$ cat src/sv/qte_pkg.sv
// Shared types, constants and the arctangent table for the quaternion to Euler core.
// No dependencies; the cells and the core import this package.
package qte_pkg;

  localparam int VecW      = 45;  // CORDIC vector component width
  localparam int AngW      = 29;  // Q.24 angle accumulator width
  localparam int MagW      = 42;  // magnitude used by normalization
  localparam int SqVW      = 57;  // radicand width (Q.56 of 1 - s^2)
  localparam int SqRW      = 58;  // root / partial root width
  localparam int SqrtCells = 29;  // one root bit per cell
  localparam int NormCells = 6;   // shift steps 32, 16, 8, 4, 2, 1
  localparam int AtanLen   = 24;
  localparam int NormTop   = 41;  // normalized magnitude lies below 2^41

  localparam logic signed [AngW-1:0] AngPi     = 29'sd52707179;
  localparam logic signed [15:0]     OutPi     = 16'sd25736;
  localparam logic signed [15:0]     OutHalfPi = 16'sd12868;

  typedef struct packed {
    logic signed [VecW-1:0] x;
    logic signed [VecW-1:0] y;
    logic [MagW-1:0]        mx;
    logic signed [AngW-1:0] ang;
    logic                   zero;
    logic                   tag;
  } vec_t;

  typedef struct packed {
    logic [SqVW-1:0] v;
    logic [SqRW-1:0] res;
  } sqrt_t;

  typedef struct packed {
    logic signed [33:0] roll_n;
    logic signed [33:0] roll_d;
    logic signed [33:0] yaw_n;
    logic signed [33:0] yaw_d;
    logic signed [29:0] s;
    logic               clamped;
  } side_t;

  // atan(2^-i) in radians, Q.24
  function automatic logic signed [AngW-1:0] atan_q24(input int idx);
    logic signed [AngW-1:0] r;
    case (idx)
      0:  r = 29'sd13176795;
      1:  r = 29'sd7778716;
      2:  r = 29'sd4110060;
      3:  r = 29'sd2086331;
      4:  r = 29'sd1047214;
      5:  r = 29'sd524117;
      6:  r = 29'sd262123;
      7:  r = 29'sd131069;
      8:  r = 29'sd65536;
      9:  r = 29'sd32768;
      10: r = 29'sd16384;
      11: r = 29'sd8192;
      12: r = 29'sd4096;
      13: r = 29'sd2048;
      14: r = 29'sd1024;
      15: r = 29'sd512;
      16: r = 29'sd256;
      17: r = 29'sd128;
      18: r = 29'sd64;
      19: r = 29'sd32;
      20: r = 29'sd16;
      21: r = 29'sd8;
      22: r = 29'sd4;
      23: r = 29'sd2;
      default: r = '0;
    endcase
    return r;
  endfunction

endpackage

$ cat src/sv/qte_norm_cell.sv
// One step of the normalizing shifter: shift the vector left by K when it stays in range.
// Depends on qte_pkg.
module qte_norm_cell import qte_pkg::*; #(
  parameter int K = 32
) (
  input  logic clk_i,
  input  logic en_i,
  input  vec_t in_i,
  output vec_t out_o
);

  localparam logic [MagW-1:0] Limit = MagW'(1) << (NormTop - K);

  vec_t cell_d, cell_q;

  always_comb begin
    cell_d = in_i;
    if (in_i.mx < Limit) begin
      cell_d.x  = in_i.x <<< K;
      cell_d.y  = in_i.y <<< K;
      cell_d.mx = in_i.mx << K;
    end
  end

  always_ff @(posedge clk_i) begin
    if (en_i) begin
      cell_q <= cell_d;
    end
  end

  assign out_o = cell_q;

endmodule

$ cat config.mk
export PLATFORM = sky130hd
export DESIGN_NAME = qte_norm_cell
export DESIGN_NICKNAME = d
export VERILOG_FILES = /design/src/sv/qte_pkg.sv /design/src/sv/qte_norm_cell.sv
export SDC_FILE = /design/constraint.sdc
export NUM_CORES = 1
export LEC_CHECK = 0
export BUFFER_PORTS_ARGS = -buffer_cell sky130_fd_sc_hd__buf_2
export CAP_MARGIN = 5
export CORE_AREA = 4 4 124 126
export CTS_BUF_LIST = sky130_fd_sc_hd__clkbuf_4 sky130_fd_sc_hd__clkbuf_8 sky130_fd_sc_hd__clkbuf_16
export DETAILED_ROUTE_END_ITERATION = 7
export DIE_AREA = 0 0 128 130
export PLACE_DENSITY = 0.76
export SYNTH_ARGS = -nofsm -noshare
export SYNTH_HDL_FRONTEND = slang
export SYNTH_SLANG_ARGS = --single-unit
$ cat constraint.sdc
create_clock -name clk_i -period 5.1 [get_ports clk_i]
set_input_delay 1.53 -clock clk_i [delete_from_list [all_inputs] [get_ports clk_i]]
set_output_delay 1.53 -clock clk_i [all_outputs]
set_load 0.02 [all_outputs]
==> metrics <==
Global Route Usage Sum=16.7%; Rows=44; GPL Wtd Cong=0.834; Static Leak=about 3.6 nW; clock buffer depth=2; antenna violations before repair=0; # port buffers=327; first-pass GRT wire length=21,000 µm; vias in the first global route=3,975; worst path arrival time=3410 ps; RSZ-0062 raised after global routing=false; die width=128 µm; outcome=complete, no violations; CTS Hold Bufs=0; # IOs=328; routed wire length=14,700 µm; FMAX=308 MHz; Initial Utilization=41.6%; critical path's top delay family=simple AND/OR/NAND/NOR gates; DR vias=slightly below 4,000; final period utilization=63.7%; post-synthesis sequential area ratio=82.1%; CTS buffer count=17; Max VDD drop=0.194 mV; Hold WS=1290 ps; critical path type=in2reg; postcts setup bufs=0; CTS tree=done; Max-Cap Viols=0; Post-CTS Resized=0; worst path bufs/invs=2; Largest stage delay, worst path=~440 ps; syn_area_per_cell=18.7 µm²; CP Data Required Time=5260 ps; Syn. warnings=0; Post-Syn Instances=318; DRT Pass-1 Iters=4; grt ovf=0; Critical-path top delay cell=nor4_1; Die ar.=16,600 µm²; synthesis-to-finish area growth=39.4%; DRC=0; Slew HR=48.4%; Fillers=1,172; final hold violations=0; Least-Margin Pin Slew=773 ps; post-detail-place hpwl=10,900 µm; clk slew on worst S/H paths=about 70 ps; PD cells=394 nW/µm²; layout cells sized above 1=60.1%; post-synthesis cell area=between 5000 and 6000 µm²; post-route setup TNS=0 ps; root buf cell=clkbuf_16; worst path cell trace=buf_2 -> nor4_1 -> nand4_1 -> nor3_4 -> buf_12 -> mux2_2; Nets=about 800; clock sinks=163; setup violators final=0; total power=between 3 and 4 mW; largest net degree at the start of global routing=109; H-tree depth=4; Crit. End Element=register; Synth Register Bits=163; Antenna Nets Post-Route=0; Core Region=14,300 µm²; ANT cells=0; Iter 0 DRT Violations=236; Tmin final=3250 ps; Syn Nets=between 400 and 500; max reg flops=163; CP Max Fanout=108; Critical Path Start Type=input port; vias per inst=4.68; Routed WL per cell=17.7 µm; die height=130 µm; Hold WC Path Type=in2reg; post-synth cell types=13; Final Slew Violations=0
## kinds of logic after synthesis
| family | after synthesis | synth area share, % |
|---|---|---|
| AND/OR/NAND/NOR | 85 | 9.05 |
| AO/OA/AOI/OAI | 9 | 1.13 |
| buffers and inverters | 35 | 2.77 |
| multiplexers | 26 | 4.91 |
| flip-flops | 163 | 82.1 |
## synth_stat cells, drive strengths merged
library cell,n,area (µm²)
nor2b,73,457
nand4,2,12.5
buf,5,52.6
mux2,26,293
or3,1,6.26
nor2,1,3.75
clkbuf,30,113
a21o,9,67.6
edfxtp,163,4890
nor3,1,16.3
nor4,7,43.8
## cells in the final DEF (no fill, tap or decap)
master,synthesis,routed
buf_6,4,1
nor2b_1,73,73
clkinv_2,0,1
or3_1,1,1
bufinv_16,0,2
mux2_1,1,1
clkinv_8,0,1
clkbuf_16,0,17
clkinvlp_4,0,3
clkinv_4,0,3
inv_6,0,5
buf_12,0,2
nor4_1,7,7
nor2_1,1,1
edfxtp_1,163,163
a21o_1,9,9
nand4_1,2,2
mux2_2,25,25
buf_2,0,326
nor3_4,1,1
## metal layers
metal	global-route usage, %	routed length (µm)
met4	7.12	337
met5	0	0
met2	28.8	7550
met3	6.39	1530
met1	18.7	5250
## path summary, 6_finish.rpt
check	start	to	slack, ps	depth (start not counted)
worst max-delay path	in_i[68]	out_o[159]	1850	6
worst min-delay path	in_i[16]	out_o[16]	1290	1
## final cells by class
type,instances,area (µm²),area share (%)
multi-input cells,120,900,10.8
well taps,184,230,2.77
repair buffers,329,1680,20.3
clock buffers,17,425,5.12
clock inverters,15,174,2.09
flip-flops and latches,163,4890,58.9
## where the power goes
part           internal [mW]  switching (mW)
logic                  0.137           0.239
clock network          0.735           0.545
registers               1.59          0.0262
## stage by stage
stage	worst slack [ps]	std cells	util (%)	area [µm²]
global placement	1510	796	53.8	7710
CTS	1880	828	58.0	8310
finish	1850	828	58.0	8310
global route	1760	828	58.0	8310
detailed placement	1420	796	53.8	7710
floorplan	2040	318	-	5960
No activity file was read; power rests on OpenSTA's default activity.
