`config.mk`:
```
export PLATFORM = sky130hd
export DESIGN_NAME = qte_sqrt_cell
export DESIGN_NICKNAME = d
export VERILOG_FILES = /design/src/sv/qte_pkg.sv /design/src/sv/qte_sqrt_cell.sv
export SDC_FILE = /design/constraint.sdc
export NUM_CORES = 1
export LEC_CHECK = 0
export BUFFER_PORTS_ARGS = -buffer_cell sky130_fd_sc_hd__buf_2
export CORE_MARGIN = 4
export CORE_UTILIZATION = 52
export DETAILED_ROUTE_END_ITERATION = 8
export PLACE_DENSITY = 0.78
export SLEW_MARGIN = 20
export SYNTH_ARGS = -nofsm -noshare
export SYNTH_HDL_FRONTEND = slang
export SYNTH_SLANG_ARGS = --single-unit
```
`constraint.sdc`:
```
create_clock -name clk_i -period 4.2 [get_ports clk_i]
set_clock_uncertainty 0.05 [all_clocks]
set_input_delay 0.63 -clock clk_i [delete_from_list [all_inputs] [get_ports clk_i]]
set_output_delay 0.63 -clock clk_i [all_outputs]
set_load 0.03 [all_outputs]
```
`src/sv/qte_pkg.sv`:
```
// Shared types, constants and the arctangent table for the quaternion to Euler core.
// No dependencies; the cells and the core import this package.
package qte_pkg;

  localparam int VecW      = 45;  // CORDIC vector component width
  localparam int AngW      = 29;  // Q.24 angle accumulator width
  localparam int MagW      = 42;  // magnitude used by normalization
  localparam int SqVW      = 57;  // radicand width (Q.56 of 1 - s^2)
  localparam int SqRW      = 58;  // root / partial root width
  localparam int SqrtCells = 29;  // one root bit per cell
  localparam int NormCells = 6;   // shift steps 32, 16, 8, 4, 2, 1
  localparam int AtanLen   = 24;
  localparam int NormTop   = 41;  // normalized magnitude lies below 2^41

  localparam logic signed [AngW-1:0] AngPi     = 29'sd52707179;
  localparam logic signed [15:0]     OutPi     = 16'sd25736;
  localparam logic signed [15:0]     OutHalfPi = 16'sd12868;

  typedef struct packed {
    logic signed [VecW-1:0] x;
    logic signed [VecW-1:0] y;
    logic [MagW-1:0]        mx;
    logic signed [AngW-1:0] ang;
    logic                   zero;
    logic                   tag;
  } vec_t;

  typedef struct packed {
    logic [SqVW-1:0] v;
    logic [SqRW-1:0] res;
  } sqrt_t;

  typedef struct packed {
    logic signed [33:0] roll_n;
    logic signed [33:0] roll_d;
    logic signed [33:0] yaw_n;
    logic signed [33:0] yaw_d;
    logic signed [29:0] s;
    logic               clamped;
  } side_t;

  // atan(2^-i) in radians, Q.24
  function automatic logic signed [AngW-1:0] atan_q24(input int idx);
    logic signed [AngW-1:0] r;
    case (idx)
      0:  r = 29'sd13176795;
      1:  r = 29'sd7778716;
      2:  r = 29'sd4110060;
      3:  r = 29'sd2086331;
      4:  r = 29'sd1047214;
      5:  r = 29'sd524117;
      6:  r = 29'sd262123;
      7:  r = 29'sd131069;
      8:  r = 29'sd65536;
      9:  r = 29'sd32768;
      10: r = 29'sd16384;
      11: r = 29'sd8192;
      12: r = 29'sd4096;
      13: r = 29'sd2048;
      14: r = 29'sd1024;
      15: r = 29'sd512;
      16: r = 29'sd256;
      17: r = 29'sd128;
      18: r = 29'sd64;
      19: r = 29'sd32;
      20: r = 29'sd16;
      21: r = 29'sd8;
      22: r = 29'sd4;
      23: r = 29'sd2;
      default: r = '0;
    endcase
    return r;
  endfunction

endpackage

```
`src/sv/qte_sqrt_cell.sv`:
```
// One cell of the restoring square root chain: settles one root bit per cycle while en_i is high.
// Depends on qte_pkg.
module qte_sqrt_cell import qte_pkg::*; #(
  parameter int SHIFT = 56
) (
  input  logic  clk_i,
  input  logic  en_i,
  input  sqrt_t in_i,
  output sqrt_t out_o
);

  localparam logic [SqRW-1:0] Bit = SqRW'(1) << SHIFT;

  sqrt_t           cell_d, cell_q;
  logic [SqRW-1:0] trial;

  always_comb begin
    trial  = in_i.res + Bit;
    cell_d = in_i;
    if (SqRW'(in_i.v) >= trial) begin
      cell_d.v   = in_i.v - SqVW'(trial);
      cell_d.res = (in_i.res >> 1) + Bit;
    end else begin
      cell_d.res = in_i.res >> 1;
    end
  end

  always_ff @(posedge clk_i) begin
    if (en_i) begin
      cell_q <= cell_d;
    end
  end

  assign out_o = cell_q;

endmodule

```
==> results of run 1 <==
==> per-layer routing <==
layer	up-vias	track usage, %
met5	-	0
met4	4	8.80
met3	35	6.38
met2	242	41.7
met1	3038	30.9
li1	3051	-
==> worst min path at each step <==
stage,depth (start not counted),endpoint,start
floorplan,0,out_o[0]$_DFFE_PP_,in_i[1]
global placement,1,out_o[41]$_DFFE_PP_,in_i[42]
detailed placement,1,out_o[36]$_DFFE_PP_,in_i[37]
CTS,1,out_o[36]$_DFFE_PP_,in_i[37]
global route,1,out_o[42]$_DFFE_PP_,in_i[43]
finish,1,out_o[42]$_DFFE_PP_,in_i[43]
==> worst max-delay path, cell delays in order <==
cell	delay [ns]
buf_2	0.10
inv_1	0.07
ha_1	0.18
inv_1	0.06
fa_1	0.42
a21oi_1	0.20
o21ai_0	0.20
a31oi_1	0.20
and2_1	0.18
o211a_1	0.27
a21oi_4	0.13
a21oi_2	0.19
o21ba_1	0.19
o21a_2	0.27
buf_12	0.24
mux2_2	0.37
==> logic make-up (layout without fill, tap and decap cells) <==
logic type / after synthesis / count (layout) / share of synthesized area, %
mux: 56 / 56 / 8.36
xor+xnor: 55 / 55 / 6.41
buf+inv: 92 / 346 / 4.93
other cells: 0 / 2 / 0
simple gates: 137 / 137 / 8.69
fa+ha+maj: 58 / 58 / 9.76
flops: 115 / 115 / 46.0
compound gates: 183 / 183 / 15.9
==> power by group <==
part / switching (mW) / internal (mW)
clock network: 0.500 / 0.917
logic: 0.708 / 0.422
registers: 0.0292 / 1.41
==> synth_stat cells, drive strengths merged (2+ instances only) <==
cell	count	area share, %
and2	4	0.33
xnor2	29	3.4
edfxtp	115	46
nor3	7	0.47
o211ai	2	0.27
nor2b	6	0.50
nand3	9	0.60
o31ai	3	0.37
inv	68	3.4
a31oi	8	0.67
mux2	54	8.1
o21a	7	0.70
nand2b	5	0.42
ha	57	9.5
nor2	26	1.3
nor4	2	0.17
a221o	2	0.27
o21bai	7	0.70
a21o	32	3.2
nand2	51	2.5
a41oi	2	0.23
and3	8	0.68
a211o	2	0.23
a221oi	2	0.23
buf	10	0.83
o21ai	38	2.5
a21boi	4	0.40
a21oi	57	4.1
a211oi	7	0.70
mux2i	2	0.27
clkbuf	14	0.70
xor2	26	3.0
nand4	14	1.2
==> cell type report <==
type | instances | area (um^2)
Antenna cell | 2 | 5.00
Clock buffer | 19 | 433
Fill cell | 1148 | 4500
Inverter | 68 | 255
Tap cell | 180 | 225
Clock inverter | 12 | 140
Timing Repair Buffer | 247 | 1290
Multi-Input combinational cell | 489 | 3690
Sequential cell | 115 | 3450
==> layout by cell type (no fill, tap or decap), types with 2 or more instances in the layout <==
| cell | netlist | final |
|---|---|---|
| diode_2 | 0 | 2 |
| o21a_1 | 7 | 6 |
| a31oi_1 | 8 | 8 |
| o21bai_1 | 7 | 7 |
| clkinv_2 | 0 | 4 |
| xor2_1 | 26 | 26 |
| a211o_1 | 2 | 2 |
| buf_2 | 8 | 230 |
| buf_4 | 0 | 16 |
| ha_1 | 57 | 57 |
| clkinv_1 | 0 | 2 |
| nor3_1 | 7 | 7 |
| a21oi_1 | 52 | 52 |
| nand2_1 | 51 | 51 |
| edfxtp_1 | 115 | 115 |
| nand4_1 | 14 | 14 |
| nand2b_1 | 5 | 5 |
| a221o_1 | 2 | 2 |
| mux2_2 | 54 | 54 |
| a21o_1 | 32 | 32 |
| and3_1 | 7 | 7 |
| a211oi_1 | 7 | 7 |
| a21boi_0 | 3 | 3 |
| and2_1 | 4 | 4 |
| o21ai_0 | 37 | 37 |
| clkinvlp_4 | 0 | 3 |
| a221oi_1 | 2 | 2 |
| a41oi_1 | 2 | 2 |
| bufinv_16 | 0 | 3 |
| clkbuf_16 | 0 | 17 |
| nand3_1 | 9 | 9 |
| nor2_1 | 26 | 26 |
| a21oi_2 | 4 | 4 |
| mux2i_1 | 2 | 2 |
| nor4_1 | 2 | 2 |
| nor2b_1 | 6 | 6 |
| inv_1 | 68 | 68 |
| clkbuf_1 | 14 | 2 |
| o31ai_1 | 2 | 2 |
| xnor2_1 | 29 | 29 |
==> run summary, run 1 <==
Final worst slack - 0.381 ns
CTS sink count - 115
Hpwl dp - 15800 um
DR vias - 6370
Chip Width - 128 um
Final Core Density - 67.9%
Kind of critical path - input pin to register
Cells after DPL - 1099
Share of cells above drive strength 1 - 35.7%
Total number of yosys warnings - 0
Async S/R FF share, synth - 0%
Cts bufs inserted - 17
CP endpoint kind - register
Status - complete, no violations
Pre-antenna DRT Iters - 5
F_max - 262 MHz
Critical Path AT - 3.93 ns
Netlist cell types - 57
Number of synthesized register bits - 115
Post-synth EDFFs - 115
Final net count - 1113
Synthesized Nets - 871
Cell Rows - 43
Core footprint - 14000 um^2
Tot Pwr - 3.98 mW
Ys flop type - edfxtp_1
Post-CTS resize count - 0
Post-Syn Area - 7510 um^2
Reg clk slew, reported paths - 0.05 ns
# IOs - 232
Area delta synth->final - 26.4%
Top Layer Used - met5
CP Capture Point - out_o[75]$_DFFE_PP_
Clk buf depth - 2
Die Y - 128 um
Met3 WL - 1520 um
DP Area - 8910 um^2
Routed Antenna Nets - 0
Max cap viols - 0
Non-filler instance count after layout - 1132
GR Util All Layers - 24.8%
CTS tree - built
Vias in the first global route - 6196
Grt total ovfl - 0
Number of flip-flops in the largest register - 115
Initial Util - 53.7%
IO Port Bufs - 231
Hold_buf cts - 0
Routability cong. - 0.914
Largest net degree at the start of global routing - 71
Initial DRC count - 531
Final setup TNS - 0 ns
Crit path time final - 3.82 ns
First-pass GRT wire length - 31800 um
Root Buffer - clkbuf_16
Die area - 16400 um^2
Worst slew pin tran - 0.919 ns
Routed WL - 20400 um
Final Cell Area - 9490 um^2
Max_slew headroom - 38.8%
H-Tree Depth - 4
Initial antenna violation count - 4
Tcrit/Tclk final - 90.9%
Met2 WL - 10100 um
Sequential fraction of the synthesis area - 46.0%
Pwr per Cell Area - 420 nW/um^2
Routed WL per cell - 18.0 um
DP Worst Slack - -0.0148 ns
Fin. Hold Viols - 0
Hold slack - 0.350 ns
Met1 WL - 8290 um
WP data required - 4.31 ns
Setup violations, final - 0
DRC - 0
Setup Buffers After CTS - 0
Max Slew Vio Count - 0
Max rail drop VDD - 0.000226 V
Lkg Pwr - 4.38 nW
Worst-path fanout max - 30
Cell count after synthesis - 696
Critical Path Start Type - input pin
Hold WC Path Type - input pin to register
Average size of a mapped cell - 10.8 um^2
RSZ-0062 raised after global routing - false
Post-DR vias/cell - 5.63
Crit. Startpoint - in_i[58]
(Power assumes the default switching activity.)
==> run 2: changes to the inputs <==
- ABC_AREA: unset -> 1
- CORE_UTILIZATION: 52 -> 56
- PLACE_DENSITY: 0.78 -> 0.8
==> run summary, run 2 <==
Hold WC Path Type - input pin to register
Number of flip-flops in the largest register - 115 (unchanged)
Antenna diodes - 0 (-2)
IO Port Bufs - 231 (unchanged)
Netlist cell types - 36 (-37%)
Critical-path cell list - buf_2 -> inv_1 -> ha_1 -> inv_1 -> fa_1 -> nand3_1 -> nand3_1 -> nand2_1 -> nand3_2 -> nand2_2 -> nand3_4 -> buf_4 -> nand2_1 -> o21ai_0
Clk network pwr share - 35.1% (-0.5 points)
First-pass GRT wire length - 50700 um (+59%)
Largest net degree at the start of global routing - 41 (-42%)
Critical Path Start Type - input pin
Count leader, synth - nand2_1
Final net count - 1896 (+70%)
Core footprint - 17200 um^2 (+23%)
CP Capture Point - out_o[66]$_DFFE_PP_
Crit path time final - 3.10 ns (-0.723 ns)
Clk buf depth - 2 (unchanged)
Critical Path Slowest Stage Cell - fa_1
Stages on the worst setup path - 14 (-2)
Max cap viols - 0 (unchanged)
Crit. Startpoint - in_i[58]
Worst slew pin tran - 0.689 ns (-0.229 ns)
Tcrit/Tclk final - 73.7% (-17 points)
Routed WL - 32700 um (+60%)
Post-synth top area share - 35.3% (-11 points)
Cell Rows - 48 (+12%)
Most common cell after layout, fill and taps aside - nand2_1
Sequential fraction of design power - 33.8% (-2.2 points)
Area of the multi-input gates - 4850 um^2 (+32%)
Pwr per Cell Area - 361 nW/um^2 (-14%)
Area delta synth->final - 20.2%
Ys flop type - edfxtp_1
Cell internal pwr - 2.72 mW (-0.87%)
Chip Width - 140 um (+9.4%)
Top cells by area, synth - edfxtp_1 35%, nand2_1 22%, inv_1 14%
Sw Ratio - 36.0% (+4.9 points)
Kind of critical path - input pin to register
Post-DR vias/cell - 5.17 (-8.1%)
Cell taking the most area after synthesis - edfxtp_1
Average size of a mapped cell - 6.61 um^2 (-39%)
Max_slew headroom - 53.7% (+15 points)
Status - complete, no violations
Async S/R FF share, synth - 0% (unchanged)
Commonest non-fill, non-tap cells in the layout - 584 x nand2_1, 356 x inv_1, 230 x buf_2, 115 x edfxtp_1, 90 x nor2_1
RSZ-0062 raised after global routing - false
Die area - 19700 um^2 (+20%)
Initial DRC count - 882 (+66%)
Setup Buffers After CTS - 0 (unchanged)
Routability cong. - 0.996 (+9.0%)
Fillers - 1466 (+28%)
Total number of yosys warnings - 0 (unchanged)
Reg clk slew, reported paths - 0.06 ns (about the same)
Worst-path fanout max - 29 (-3.3%)
F_max - 323 MHz (+23%)
Cell count after synthesis - 1482 (+110%)
Initial Util - 56.8% (+3.1 points)
Critical Path AT - 3.20 ns (-0.73 ns)
Share of cells above drive strength 1 - 17.2% (-18 points)
H-Tree Depth - 4 (unchanged)
Setup violations, final - 0 (unchanged)
Cell family with most CP delay - simple AND/OR/NAND/NOR gates
Post-synth EDFFs - 115 (unchanged)
Max Slew Vio Count - 0 (unchanged)
Grt total ovfl - 0 (unchanged)
DRC - 0 (unchanged)
Routed Antenna Nets - 0 (unchanged)
Switch Pwr - 1.53 mW (+24%)
CTS tree - built
Max rail drop VDD - 0.000280 V (+24%)
Cts bufs inserted - 17 (unchanged)
Hold_buf cts - 0 (unchanged)
Cells after DPL - 1927 (+75%)
Die Y - 140 um (+9.4%)
FF+latch area - 3450 um^2 (unchanged)
Root Buffer - clkbuf_16
Combinational fraction of design power - 31.1% (+2.7 points)
Synth top cells by count - 584 x nand2_1, 356 x inv_1, 115 x edfxtp_1
Vias in the first global route - 9829 (+59%)
WP data required - 4.31 ns (about the same)
Slowest stage delay, CP - 0.47 ns (+0.05 ns)
Final setup TNS - 0 ns (unchanged)
Tot Pwr - 4.25 mW (+6.7%)
Routed WL per cell - 16.7 um (-7.4%)
Hpwl dp - 26700 um (+69%)
Synthesized Nets - 1657 (+90%)
Pre-antenna DRT Iters - 8 (+3)
Initial antenna violation count - 0 (-4)
CP endpoint kind - register
Lkg Pwr - 6.80 nW (+55%)
CTS sink count - 115 (unchanged)
Post-Syn Area - 9790 um^2 (+30%)
Post-CTS resize count - 0 (unchanged)
Number of synthesized register bits - 115 (unchanged)
Critical path buffers and inverters - 4 (unchanged)
GR Util All Layers - 32.8% (+8.0 points)
# IOs - 232 (unchanged)
Fin. Hold Viols - 0 (unchanged)
Non-filler instance count after layout - 1959 (+73%)
DR vias - 10100 (+59%)
Sequential fraction of the synthesis area - 35.3% (-11 points)
## run 2: worst min path at each step
stage	startpoint	endpoint	slack (ns)	depth (start not counted)
3_3_place_gp	in_i[53]	out_o[52]$_DFFE_PP_	0.77	1
3_5_place_dp	in_i[52]	out_o[51]$_DFFE_PP_	0.77	1
6_report	in_i[52]	out_o[51]$_DFFE_PP_	0.34	1
2_1_floorplan	in_i[1]	out_o[0]$_DFFE_PP_	0.68	0
4_1_cts	in_i[3]	out_o[2]$_DFFE_PP_	0.34	1
5_1_grt	in_i[12]	out_o[11]$_DFFE_PP_	0.34	1
## run 2: cells by family after synthesis
kind of cell / after synthesis / synth area share [%]
AND/OR/NAND/NOR: 830 / 35.9
XOR/XNOR: 29 / 2.59
AO/OA/AOI/OAI: 69 / 3.63
buffers and inverters: 381 / 15.2
flip-flops: 115 / 35.3
adder cells (fa/ha/maj): 58 / 7.49
## run 2: final cells by class
class / instances / area share [%]
Multi-Input combinational cell: 986 / 41.3
Tap cell: 225 / 2.39
Inverter: 363 / 11.6
Clock inverter: 14 / 1.38
Timing Repair Buffer: 238 / 10.4
Sequential cell: 115 / 29.3
Clock buffer: 18 / 3.65
## run 2: routing by layer
layer / GRT usage, % / wire, um / vias up
met5: 0 / 0 / -
li1: - / - / 5008
met1: 44.5 / 13900 / 4543
met4: 9.59 / 817 / 0
met2: 53.0 / 14900 / 527
met3: 7.10 / 3000 / 57
## run 2: power groups by stage
stage / clock, mW / combinational [mW] / sequential (mW)
after floorplan: 0 / 0.636 / 1.70
after global placement: 0 / 1.27 / 1.45
after detailed placement: 0 / 1.30 / 1.46
after CTS: 1.50 / 1.31 / 1.44
after global routing: 1.56 / 1.44 / 1.44
final: 1.49 / 1.32 / 1.44
## run 2: metrics by stage
| stage | setup slack [ns] | area, um^2 | utilization, % | hold WS, ns |
|---|---|---|---|---|
| CTS | 1.14 | 11800 | 68.3 | 0.337 |
| floorplan | 1.64 | 9790 | - | 0.679 |
| detailed placement | 0.682 | 11200 | 64.8 | 0.772 |
| global placement | 0.773 | 11200 | 64.8 | 0.771 |
| finish | 1.10 | 11800 | 68.3 | 0.343 |
| global route | 0.946 | 11800 | 68.3 | 0.336 |
