$ cat src/sv/qte_pkg.sv
// Shared types, constants and the arctangent table for the quaternion to Euler core.
// No dependencies; the cells and the core import this package.
package qte_pkg;

  localparam int VecW      = 45;  // CORDIC vector component width
  localparam int AngW      = 29;  // Q.24 angle accumulator width
  localparam int MagW      = 42;  // magnitude used by normalization
  localparam int SqVW      = 57;  // radicand width (Q.56 of 1 - s^2)
  localparam int SqRW      = 58;  // root / partial root width
  localparam int SqrtCells = 29;  // one root bit per cell
  localparam int NormCells = 6;   // shift steps 32, 16, 8, 4, 2, 1
  localparam int AtanLen   = 24;
  localparam int NormTop   = 41;  // normalized magnitude lies below 2^41

  localparam logic signed [AngW-1:0] AngPi     = 29'sd52707179;
  localparam logic signed [15:0]     OutPi     = 16'sd25736;
  localparam logic signed [15:0]     OutHalfPi = 16'sd12868;

  typedef struct packed {
    logic signed [VecW-1:0] x;
    logic signed [VecW-1:0] y;
    logic [MagW-1:0]        mx;
    logic signed [AngW-1:0] ang;
    logic                   zero;
    logic                   tag;
  } vec_t;

  typedef struct packed {
    logic [SqVW-1:0] v;
    logic [SqRW-1:0] res;
  } sqrt_t;

  typedef struct packed {
    logic signed [33:0] roll_n;
    logic signed [33:0] roll_d;
    logic signed [33:0] yaw_n;
    logic signed [33:0] yaw_d;
    logic signed [29:0] s;
    logic               clamped;
  } side_t;

  // atan(2^-i) in radians, Q.24
  function automatic logic signed [AngW-1:0] atan_q24(input int idx);
    logic signed [AngW-1:0] r;
    case (idx)
      0:  r = 29'sd13176795;
      1:  r = 29'sd7778716;
      2:  r = 29'sd4110060;
      3:  r = 29'sd2086331;
      4:  r = 29'sd1047214;
      5:  r = 29'sd524117;
      6:  r = 29'sd262123;
      7:  r = 29'sd131069;
      8:  r = 29'sd65536;
      9:  r = 29'sd32768;
      10: r = 29'sd16384;
      11: r = 29'sd8192;
      12: r = 29'sd4096;
      13: r = 29'sd2048;
      14: r = 29'sd1024;
      15: r = 29'sd512;
      16: r = 29'sd256;
      17: r = 29'sd128;
      18: r = 29'sd64;
      19: r = 29'sd32;
      20: r = 29'sd16;
      21: r = 29'sd8;
      22: r = 29'sd4;
      23: r = 29'sd2;
      default: r = '0;
    endcase
    return r;
  endfunction

endpackage

$ cat src/sv/qte_cordic_cell.sv
// One vectoring micro-rotation of the CORDIC chain, index I.
// Depends on qte_pkg.
module qte_cordic_cell import qte_pkg::*; #(
  parameter int I = 0
) (
  input  logic clk_i,
  input  logic en_i,
  input  vec_t in_i,
  output vec_t out_o
);

  localparam logic signed [AngW-1:0] Step = atan_q24(I);

  vec_t                 cell_d, cell_q;
  logic signed [VecW-1:0] dx, dy;

  always_comb begin
    dx     = in_i.y >>> I;
    dy     = in_i.x >>> I;
    cell_d = in_i;
    if (in_i.y > 0) begin
      cell_d.x   = in_i.x + dx;
      cell_d.y   = in_i.y - dy;
      cell_d.ang = in_i.ang + Step;
    end else begin
      cell_d.x   = in_i.x - dx;
      cell_d.y   = in_i.y + dy;
      cell_d.ang = in_i.ang - Step;
    end
  end

  always_ff @(posedge clk_i) begin
    if (en_i) begin
      cell_q <= cell_d;
    end
  end

  assign out_o = cell_q;

endmodule

$ cat config.mk
export PLATFORM = sky130hd
export DESIGN_NAME = qte_cordic_cell
export DESIGN_NICKNAME = d
export VERILOG_FILES = /design/src/sv/qte_pkg.sv /design/src/sv/qte_cordic_cell.sv
export SDC_FILE = /design/constraint.sdc
export NUM_CORES = 1
export LEC_CHECK = 0
export BUFFER_PORTS_ARGS = -buffer_cell sky130_fd_sc_hd__buf_2
export CORE_AREA = 2 2 158 160
export CTS_BUF_LIST = sky130_fd_sc_hd__clkbuf_16
export CTS_CLUSTER_SIZE = 40
export DETAILED_ROUTE_END_ITERATION = 8
export DIE_AREA = 0 0 160 162
export PLACE_DENSITY_LB_ADDON = 0.12
export SYNTH_ARGS = -nofsm -noshare
export SYNTH_HDL_FRONTEND = slang
export SYNTH_SLANG_ARGS = --single-unit
$ cat constraint.sdc
create_clock -name clk_i -period 10.6 [get_ports clk_i]
set_clock_uncertainty 0.05 [all_clocks]
set_input_delay 1.06 -clock clk_i [delete_from_list [all_inputs] [get_ports clk_i]]
set_output_delay 1.06 -clock clk_i [all_outputs]
set_load 0.03 [all_outputs]
==> results.txt, run 1 <==
deepest clock path buffer count - 2
RD Place Congestion - 1.104
HPWL Detailed - 38500 um
Main synth FF type - edfxtp_1
critical path startpoint category - input port
largest net degree at the start of global routing - 90
Post-Syn Area - 14410 um^2
Setup-failing EPs final - 0
vias in the first global route - 13330
Leak - 7.250 nW
Max-Cap Viols - 0
all-layer global routing usage - 0.3670
Synthesis Warnings - 0
register bit total from synthesis - 162
I/O pins - 328
pwr/cell area - 148.5 nW/um^2
dpl ws - 3.996 ns
Tmin final - 6.282 ns
Worst Setup Path Type - in -> reg
sequential fraction of the synthesis area - 0.3376
Critical Path AT - 6.42 ns
XOR/XNOR Fraction of Synth Area - 0.06747
hold buffer count at cts - 0
post-synthesis cell type count - 79
total CTS buffers - 17
Avg Cell Area, Syn - 8.939 um^2
die area - 25920 um^2
Post-synth EDFFs - 162
synthesized net count - 1940
Worst Hold End - out_o[42]
Die X-Extent - 160 um
critical path endpoint category - register
Highest Clock Rate - 159.2 MHz
adder-cell share of the synthesized area - 0.1436
Die Y - 162 um
Slew HR - 0.2613
IO Port Bufs - 327
nets@finish - 2226
Rows - 57
Fin Setup TNS - 0 ns
worst path required time - 10.74 ns
max-slew violations - 0
Compound-Gate Fraction of Synth Area - 0.2418
first drt pass iteration count - 7
Initial DRC Count - 1741
Synth Area in Simple Gates - 0.1334
initial antenna violation count - 1
Tot Pwr - 2.476 mW
share of layout cells above drive strength 1 - 0.2077
vias per cell - 6.268
WL per Instance - 21.81 um
slack of the critical path - 4.318 ns
Largest register FFs - 162
critical path fanouts, max - 89
Clock transition at path regs - 0.08 ns
async set-reset flop share out of synthesis - 0
Post-CTS Resized - 0
Post-DRT Antenna Nets - 0
worst setup path startpoint - in_i[80]
WHS Path Cells - 1
Vias - 14022
fin util - 0.6915
RSZ-0062 raised after global routing - false
Worst-Margin Slew - 1.108 ns
Root Buffer - clkbuf_16
clock tree from TritonCTS - done
Hold Path Class - in -> reg
Routed WL - 48780 um
Post-CTS Setup Bufs - 0
Initial Utilization - 0.5978
first-pass GRT wire length - 74020 um
final worst-path cycle share - 0.5926
global route total overflow - 0
hold_sp - in_i[42]
P&R area growth vs syn - 15.68%
combinational family with the most area after synthesis - compound AO/OA/AOI/OAI gates
Core ar. - 24110 um^2
status - finished clean
mux share of post-synthesis cell area - 0.01042
peak supply drop - 111.4 uV
Final Hold Fails - 0
WHS - 0.7433 ns
Syn Inst Count - 1612
H-tree depth - 4
CTS sink cnt - 162
DRC - 0
[per-stage QoR]
stage               std cells  area (um^2)
global placement         2203        16060
floorplan                1612        14410
global route             2236        16670
finish                   2237        16670
detailed placement       2203        16060
CTS                      2235        16660
[layer usage]
metal  vias up  track usage  part of all wire
met5         -            0                 0
met4         0       0.1327             0.036
met3       122      0.06614             0.094
met2       900       0.6275              0.48
met1      6546       0.4692              0.39
li1       6454            -                 -
[critical path, stage by stage]
cell,delay (ns)
buf_2,0.13
nor4_1,0.60
nand4_1,0.33
nor3_1,0.25
or2_2,0.88
inv_2,0.30
buf_4,0.51
ha_1,0.53
nor3b_1,0.19
or4_1,0.46
o221a_2,0.25
o22ai_1,0.27
o21ai_1,0.17
a21boi_0,0.20
a21oi_1,0.09
xor2_1,0.15
[power by group]
group / internal (mW) / switching (mW)
registers: 0.828 / 0.0257
logic: 0.302 / 0.663
clock network: 0.323 / 0.334
[cell families (layout without fill, tap and decap cells)]
group / Yosys count / after routing
AO/OA/AOI/OAI: 561 / 561
AND/OR/NAND/NOR: 398 / 398
buffers and inverters: 202 / 501
adder cells (fa/ha/maj): 163 / 163
flip-flops: 162 / 162
XOR/XNOR: 111 / 111
multiplexers: 15 / 15
other: 0 / 2
[layout by cell type (no fill, tap or decap), types with 8 or more instances in the layout]
cell type  netlist  final
o211ai_1        21     21
o21ai_0        118    118
a31oi_1         16     16
a211oi_1        17     17
nor4_1          27     27
o21a_1          11     11
o21bai_1        41     41
xor2_1          12     12
nand4_1         25     25
nor2b_1         18     18
o31ai_1         13     13
nor3_1          32     32
a21oi_1        218    218
ha_1           159    159
xnor2_1         99     99
or3_1            8      8
nor2_1         127    127
a21o_1          28     28
buf_2           12    326
nand2_1         91     91
edfxtp_1       162    162
mux2i_1         15     15
o22ai_1          8      8
and3_1           9      9
clkbuf_16        0     17
inv_1          132    131
nand3_1         19     19
nand2b_1        14     14
[synth_stat cells (13+ instances only)]
master,count,share of area
nand3_1,19,0.0066
o31ai_1,13,0.0068
ha_1,159,0.14
a31oi_1,16,0.0069
nand4_1,25,0.011
o211ai_1,21,0.011
o21ai_0,118,0.041
mux2i_1,15,0.010
a21oi_1,218,0.076
a21o_1,28,0.015
nor2b_1,18,0.0078
nor2_1,127,0.033
clkbuf_1,23,0.0060
edfxtp_1,162,0.34
inv_1,132,0.034
o21bai_1,41,0.021
nand2b_1,14,0.0061
nor3_1,32,0.011
nand2_1,91,0.024
xnor2_1,99,0.060
a211oi_1,17,0.0089
nor4_1,27,0.012
[area by class of cell]
cell class	instances	area, um^2
well taps	324	405.4
clock buffers	17	425.4
clock inverters	15	180.2
inverters	138	518.0
flip-flops and latches	162	4865
repair buffers	331	1673
multi-input cells	1248	8598
fillers	2037	7436
diodes	2	5.005
[how the worst max path moves through the flow]
stage,to,cells after the start
2_1_floorplan,out_o[29],19
3_3_place_gp,out_o[29],16
3_5_place_dp,out_o[29],16
4_1_cts,out_o[29],16
5_1_grt,out_o[28],17
6_report,out_o[29],16
Power figures use the tool's default switching activity.
==> run 2, diff against run 1 <==
--- a/config.mk
+++ b/config.mk
@@ -5,12 +5,13 @@
 export SDC_FILE = /design/constraint.sdc
 export NUM_CORES = 1
 export LEC_CHECK = 0
+export ABC_AREA = 1
 export BUFFER_PORTS_ARGS = -buffer_cell sky130_fd_sc_hd__buf_2
-export CORE_AREA = 2 2 158 160
+export CORE_AREA = 2 2 179 181
 export CTS_BUF_LIST = sky130_fd_sc_hd__clkbuf_16
 export CTS_CLUSTER_SIZE = 40
 export DETAILED_ROUTE_END_ITERATION = 8
-export DIE_AREA = 0 0 160 162
+export DIE_AREA = 0 0 181 183
 export PLACE_DENSITY_LB_ADDON = 0.12
 export SYNTH_ARGS = -nofsm -noshare
 export SYNTH_HDL_FRONTEND = slang
==> constraint.sdc (replaced) <==
create_clock -name clk_i -period 5.85 [get_ports clk_i]
set_clock_uncertainty 0.05 [all_clocks]
set_input_delay 0.585 -clock clk_i [delete_from_list [all_inputs] [get_ports clk_i]]
set_output_delay 0.585 -clock clk_i [all_outputs]
set_load 0.03 [all_outputs]
==> run 2 against run 1 <==
  * Die area increased by 28%
  * Clock-buffer cell count is the same
  * Synthesized cell count rose by 76%
  * Cell count up 58%
  * Critical path depth did not move
  * First-iteration DRC count rose by 60%
  * Synthesized area is 24% higher
  * Critical endpoint is now out_o[19]
  * Combinational power rose by 110%
  * Critical path type unchanged
  * Sequential share of layout area shrank 5.2 points
  * Non-clock buffer count did not move
  * Via count is 48% higher
==> results.txt, run 2 <==
I/O pins - 328 (unchanged)
RD Place Congestion - 1.159 (+5.0%)
IO Port Bufs - 327 (unchanged)
synthesized net count - 3163 (+63%)
Switching Fraction - 0.4529 (+0.04008)
Critical Path AT - 4.23 ns (-2.19 ns)
CTS sink cnt - 162 (unchanged)
Comb pwr share - 0.434 (+0.044)
# fillers - 2908 (+43%)
vias per cell - 5.873 (-6.3%)
Worst Setup Path Type - in -> reg
Largest register FFs - 162 (unchanged)
Die Y - 183 um (+13%)
Highest Clock Rate - 245.9 MHz
Initial Utilization - 0.5740 (-0.02375)
Syn Inst Count - 2835 (+76%)
Leak - 10.95 nW (+51%)
all-layer global routing usage - 0.4365 (+0.06957)
Routed WL - 73860 um (+51%)
Worst-Margin Slew - 1.120 ns (+0.01178 ns)
pwr/cell area - 232.9 nW/um^2 (+57%)
share of layout cells above drive strength 1 - 0.1317 (-0.07605)
first-pass GRT wire length - 109800 um (+48%)
Synthesis Warnings - 0 (unchanged)
Post-CTS Resized - 0 (unchanged)
met2 routed WL - 33150 um (+42%)
Post-Syn Area - 17930 um^2 (+24%)
sequential share of power - 0.322 (-0.023)
multi-input logic area - 10850 um^2 (+26%)
met1 WL - 27030 um (+41%)
Fin Setup TNS - 0 ns (unchanged)
Cells after DPL - 3507 (+59%)
critical path startpoint category - input port
Post-CTS Setup Bufs - 0 (unchanged)
DR WL met3 - 8140 um (+78%)
hold buffer count at cts - 0 (unchanged)
most frequent cells in the layout - nand2_1, inv_1, buf_2
async set-reset flop share out of synthesis - 0 (unchanged)
Final Hold Fails - 0 (unchanged)
post-synthesis cell type count - 39 (-51%)
Initial DRC Count - 2785 (+60%)
P&R area growth vs syn - 13.30%
die area - 33120 um^2 (+28%)
top post-synthesis cells by area - edfxtp_1, nand2_1, ha_1
global route total overflow - 0 (unchanged)
nets@finish - 3452 (+55%)
vias in the first global route - 19629 (+47%)
largest net degree at the start of global routing - 95 (+5.6%)
worst path required time - 6.01 ns (-4.73 ns)
worst setup path startpoint - in_i[107]
RSZ-0062 raised after global routing - false
sequential fraction of the synthesis area - 0.2714 (-0.06623)
final worst-path cycle share - 0.6952
HPWL Detailed - 60630 um (+57%)
Final Non-Filler Cells - 3540 (+58%)
Hold Path Class - in -> reg
H-tree depth - 4 (unchanged)
critical path fanouts, max - 36 (-60%)
DRC - 0 (unchanged)
Clock transition at path regs - 0.07 ns (about the same)
Root Buffer - clkbuf_16
Switch Pwr - 2.142 mW (+110%)
Int Power - 2.588 mW (+78%)
Vias - 20792 (+48%)
status - finished clean
critical path endpoint category - register
Die X-Extent - 181 um (+13%)
commonest non-fill, non-tap cell in the layout - nand2_1
first drt pass iteration count - 7 (unchanged)
Post-DRT Antenna Nets - 0 (unchanged)
area share of the largest cell type after synthesis - 0.2714 (-0.06623)
top cells by count, synth - nand2_1, inv_1, nand3_1
Setup-failing EPs final - 0 (unchanged)
peak supply drop - 204.2 uV (+83%)
initial antenna violation count - 1 (unchanged)
Rows - 65 (+14%)
register bit total from synthesis - 162 (unchanged)
total CTS buffers - 17 (unchanged)
top sig layer - met4
Core ar. - 31230 um^2 (+30%)
Post-synth EDFFs - 162 (unchanged)
clock tree from TritonCTS - done
leading area contributor after synthesis - edfxtp_1
Main synth FF type - edfxtp_1
cell with the most instances after synthesis - nand2_1
Tmin final - 4.067 ns
crit path to - out_o[19]
Avg Cell Area, Syn - 6.324 um^2 (-29%)
storage element area - 4865 um^2 (unchanged)
Clk pwr share - 0.244 (-0.021)
Slew HR - 0.2535 (-0.007852)
deepest clock path buffer count - 2 (unchanged)
WL per Instance - 20.86 um (-4.3%)
max-slew violations - 0 (unchanged)
Max-Cap Viols - 0 (unchanged)
[run 2: power by group through the flow]
stage / clock network [mW] / registers, mW / logic [mW]
3_5_place_dp: 0 / 1.55 / 1.97
5_1_grt: 1.19 / 1.53 / 2.18
4_1_cts: 1.15 / 1.52 / 1.98
2_1_floorplan: 0 / 1.84 / 0.995
6_report: 1.15 / 1.52 / 2.05
3_3_place_gp: 0 / 1.54 / 1.93
[run 2: through the flow]
| step | instance area, um^2 | setup WS (ns) | power (mW) | utilization | hold slack, ns |
|---|---|---|---|---|---|
| after global routing | 20310 | 1.732 | 4.903 | 0.6503 | 0.2348 |
| after CTS | 20310 | 1.998 | 4.650 | 0.6502 | 0.2343 |
| final | 20310 | 1.783 | 4.730 | 0.6504 | 0.2394 |
| after floorplan | 17930 | 2.550 | 2.839 | - | 0.6339 |
| after detailed placement | 19730 | 1.603 | 3.514 | 0.6319 | 0.7133 |
| after global placement | 19730 | 1.698 | 3.473 | 0.6319 | 0.7119 |
[run 2: worst min path at each step]
stage                         from   endpoint  slack, ns  depth (start not counted)
after floorplan            in_i[0]   out_o[0]       0.63                          0
after global placement    in_i[51]  out_o[51]       0.71                          1
after detailed placement  in_i[44]  out_o[44]       0.71                          1
after CTS                 in_i[45]  out_o[45]       0.23                          1
after global routing      in_i[56]  out_o[56]       0.23                          1
final                     in_i[45]  out_o[45]       0.24                          1
[run 2: layout make-up]
cell class | count | area share
Multi-Input combinational cell | 2122 | 0.5343
Sequential cell | 162 | 0.2395
Inverter | 490 | 0.09056
Timing Repair Buffer | 331 | 0.08236
Tap cell | 402 | 0.02476
Clock buffer | 17 | 0.02095
Clock inverter | 14 | 0.007269
Antenna cell | 2 | 0.0002464
[run 2: per-layer routing]
layer  vias up  GRT usage
li1       9532          -
met1      9461     0.5223
met2      1459     0.7208
met3       340    0.08280
met4         0     0.2898
met5         -          0
[run 2: cell families after synthesis]
kind of cell / Yosys count / synth area share
AND/OR/NAND/NOR: 1582 / 0.3652
buffers and inverters: 551 / 0.1237
AO/OA/AOI/OAI: 321 / 0.09694
adder cells (fa/ha/maj): 163 / 0.1154
flip-flops: 162 / 0.2714
XOR/XNOR: 56 / 0.02736
[run 2: critical path: stages]
cell and delay, ns:
buf_2 0.13, nor4_1 0.41, nand3_1 0.21, nor2_1 0.20
nand2_1 0.15, nand2_4 0.23, inv_2 0.14, buf_4 0.29
ha_1 0.34, nand3_1 0.10, nand2_1 0.18, a21boi_1 0.16
o21ai_0 0.49, nand2_1 0.25, o21ai_1 0.26, xor2_1 0.10
